`config.mk`:
```
export PLATFORM = sky130hd
export DESIGN_NAME = mts_ram
export DESIGN_NICKNAME = d
export VERILOG_FILES = /design/src/hdl/mts_ram.sv
export SDC_FILE = /design/constraint.sdc
export NUM_CORES = 2
export LEC_CHECK = 0
export BUFFER_PORTS_ARGS = -buffer_cell sky130_fd_sc_hd__clkbuf_2
export CORE_UTILIZATION = 67
export DETAILED_ROUTE_END_ITERATION = 16
export HOLD_SLACK_MARGIN = 0.05
export PLACE_DENSITY = 0.89
export SLEW_MARGIN = 20
export SYNTH_ARGS = -nofsm -noshare
export SYNTH_HDL_FRONTEND = slang
export SYNTH_SLANG_ARGS = --single-unit
```
`constraint.sdc`:
```
create_clock -name i_clk -period 9.68 [get_ports i_clk]
set_input_delay 0.968 -clock i_clk [delete_from_list [all_inputs] [get_ports i_clk]]
set_output_delay 0.968 -clock i_clk [all_outputs]
set_load 0.02 [all_outputs]
```
`src/hdl/mts_ram.sv`:
```
module mts_ram #(
    parameter int WIDTH = 32,
    parameter int DEPTH = 64
) (
    input  logic                       i_clk,
    input  logic                       i_wr_en,
    input  logic [$clog2(DEPTH)-1:0]   i_wr_addr,
    input  logic [WIDTH-1:0]           i_wr_data,
    input  logic [$clog2(DEPTH)-1:0]   i_rd_addr,
    output logic [WIDTH-1:0]           o_rd_data
);

    logic [WIDTH-1:0] r_mem [DEPTH];
    logic [WIDTH-1:0] r_rd_data;

    always_ff @(posedge i_clk) begin
        if (i_wr_en) begin
            r_mem[i_wr_addr] <= i_wr_data;
        end
        r_rd_data <= r_mem[i_rd_addr];
    end

    assign o_rd_data = r_rd_data;

endmodule

```
# After elaboration in Yosys (flattened, before gate mapping)
# Memory sizes are Yosys's and may differ from the RTL's. A register that Yosys moved wholly into a read port is not among the register bits.
# Cells that the tools add are included.
# totals
regBits	0
latch_bits	0
ram_bits	2048
romBits	0
in_bits	46
n_memories	1
# op_classes
addsub	0
n_mul	0
div_mod_pow	0
order_cmp	0
n_eq_ne	0
n_shift	0
n_mux	2
bitwise	0
n_reduce_logical	0
# mem_list
name	depth	width	read_ports	rd_ports_with_merged_regs	write_ports	line	source
r_mem	64	32	1	1	1	13	logic [WIDTH-1:0] r_mem [DEPTH];
# op_table
op	count
two-way mux 1 bit	2

# Longest topological paths before layout
# logic_depth
ltp_word	2
ltp_mapped	10

# Worst setup path after synthesis
# Ideal clock, no wire load.
# synth_timing
kind	input-to-reg
startpoint	in i_wr_addr[3]
endpoint	mem r_mem[48][0], enable pin
setup_time_ns	0.461
t_arrival_ns	3.667
t_required_ns	9.219
slack_ns	5.552
cell_stages	4
n_path_buf	1
path_cell_list	clkbuf_1 > nor2b_1 > nand4b_1 > nor3_1
# synth_rtl
element	line	source
start: declaration	7	input logic [$clog2(DEPTH)-1:0] i_wr_addr,
end: declaration	13	
# Straight into the memory's write port.

==> qor.yml <==
viasPerCell: 8.06
wl_per_cell_um: 45.5
path_class: "in -> reg"
wl_um: 236000
cp_top_family: "buffers and inverters"
synthArstFlopShare_pct: 0
first_pass_iters: 6
period_needed_ns: 4.39
synth_cell_types: 34
ys_seq_area_share_pct: 79.1
grt_pass1_wl_um: 322000
numClockSinks: 2080
final_antenna_net_count: 0
hold_buffers: 0
ys_top_cells_by_area: "edfxtp_1 78%, mux4_2 16%, mux2i_1 1.2%"
overflow: 0
relSlewSlack_pct: 14.7
worst_setup_path_end_kind: "flip-flop"
grt_max_degree: 119
finalSetupViolCount: 0
gp_congestion: 0.816
multi_input_area_um2: 16000
synth_edf_count: 2048
drv_cap: 0
drtIter0Drc: 8425
dpl.cell_count: 4843
finalNetCount: 3555
antenna_found_initial: 18
cts_resized: 0
cts_max_level: 4
syn_area_per_cell_um2: 23.6
initial_core_util_pct: 67.6
crit_fanout: 72
num_rows: 125
grt_use_total_pct: 40.6
ys_warn_count: 0
crit_path_frequent_cell: "nor2_1"
path_clk_slew_ns: 0.07
setup_tns_ns: 0
crit_chain: "buf_8, buf_12, buf_4, nand2b_1, o22ai_1, nor2_1, a21oi_1, nor2_1"
drv_slew: 0
syn_area_um2: 78500
remaining_drc_errors: 0
synthToLayoutAreaGrowth_pct: 11.3
ys.flop_type: "edfxtp_1"
cpPeakStageDelay_ns: 0.86
layout.area.seq_um2: 62100
cts.path.max_buffers: 3
grt_pass1_vias: 41723
root_buffer: "clkbuf_16"
cp_data_required_time_ns: 10.32
synth_top_area_cell: "edfxtp_1"
min_path_type: "in -> reg"
fin_ws_ns: 5.29
outcome: "complete, no violations"
fp.dieH_um: 344
hold_violations: 0
slowest_stage: "nand2b_1"
synth_top_area_share_pct: 78.3
portBuffers: 77
met3_length_um: 34000
p_total_w: 0.0185
die_w_um: 344
coreArea_um2: 116000
cts_setup_buffers: 0
crit_buf_inv: 3
place_ws_ns: 4.82
ys_seq_elements: 2080
stdcell_count: 5197
rsz0062_at_grt: "false"
synth_fp_nets: 3370
finalClockSkew_ns: 0.0305
worst_slew_pin_slew_ns: 1.28
max_freq_mhz: 228
cts_tree: "built"
synthCells: 3324
drive_gt1_share_pct: 28.8
p_per_area_nw_per_um2: 211
p_leak_nw: 27.2
vias: 41901
crit_arrival_ns: 5.03
highest_layer: "met5"
cts_inserted_buffers: 187
met1_length_um: 69900
fillerInstances: 5353
place_hpwl_um: 113000
peakVddDrop_mv: 0.289
pin_count: 78
clk_latency_ns: 0.81
finalCritPeriodShare_pct: 45.4
fp.dieArea_um2: 119000
critPathLaunchType: "primary input"
wl_met2_um: 114000
-- worst paths after layout --
| kind | slack [ns] | depth (start not counted) | start | to |
|---|---|---|---|---|
| hold reg to reg | 0.86 | 4 | r_mem[12][20]$_DFFE_PP_ | o_rd_data[20]$_DFF_P_ |
| setup / recovery | 5.29 | 8 | i_rd_addr[2] | o_rd_data[24]$_DFF_P_ |
| hold / removal | 0.73 | 1 | i_wr_data[0] | r_mem[45][0]$_DFFE_PP_ |
| setup reg to reg | 7.14 | 5 | r_mem[39][4]$_DFFE_PP_ | o_rd_data[4]$_DFF_P_ |
-- metal layers --
layer | vias up | GRT usage (%)
met5 | - | 0
met4 | 14 | 26.3
met2 | 4981 | 64.2
li1 | 14610 | -
met3 | 1184 | 10.9
met1 | 21112 | 50.2
-- cells in the mapped netlist (7+ instances only) --
| library cell | instances |
|---|---|
| buf_2 | 57 |
| buf_1 | 21 |
| a22oi_1 | 12 |
| nand2b_1 | 8 |
| nand2_1 | 26 |
| o221ai_1 | 27 |
| mux4_2 | 544 |
| nor2b_1 | 15 |
| o22ai_1 | 84 |
| edfxtp_1 | 2048 |
| a311oi_1 | 8 |
| nor2_1 | 137 |
| dfxtp_1 | 32 |
| nor3_1 | 7 |
| clkbuf_1 | 74 |
| buf_4 | 25 |
| a21oi_1 | 62 |
| mux2i_1 | 93 |
-- cells by family after synthesis --
family	share of synthesized area, %
buffers and inverters	1.13
AND/OR/NAND/NOR	1.27
multiplexers	16.8
flip-flops	79.1
AO/OA/AOI/OAI	1.67
-- through the flow --
step                util [%]  instance area, um^2  hold slack, ns
CTS                     75.1                87300           0.805
global route            75.2                87400           0.736
global placement        69.9                81300           0.718
finish                  75.2                87400           0.732
detailed placement      69.9                81300           0.737
floorplan                  -                78500           0.663
-- registers in the layout, summed over array words and instances, names as in the netlist --
| name | count |
|---|---|
| o_rd_data | 32 |
| r_mem | 2048 |
-- power by group --
part           internal, W  switching, W
combinational     0.000326      0.000628
clock              0.00411       0.00336
sequential         0.00997     0.0000595
-- placed cells by master, fill, tap and decap left out, types with 3 or more instances in the layout --
master,n
mux4_2,544
nand3b_1,5
clkbuf_2,52
or3_1,3
a21oi_1,62
nand3_1,5
nand2b_1,6
a41o_1,4
a311oi_1,8
mux2i_1,93
clkinvlp_4,3
a22oi_1,12
clkbuf_1,49
clkinv_8,3
clkbuf_8,12
bufinv_16,12
clkbuf_16,196
nor2_4,62
and3_1,4
o32ai_1,4
edfxtp_1,2048
clkinv_1,33
dfxtp_1,32
or3b_2,3
o22ai_1,84
buf_12,7
nor2b_1,14
diode_2,10
buf_8,3
nand2_1,26
buf_4,114
nor3_1,5
clkinv_2,33
o221ai_1,27
nor2_1,75
-- area by class of cell --
class,count,share of cell area (%)
antenna,10,0.0286
clock buffer,257,6.01
clock inverter,86,0.845
multi-input combinational,1062,18.3
sequential,2080,71.1
tap,1524,2.18
timing repair buffer,178,1.53
Power figures use the tool's default switching activity.
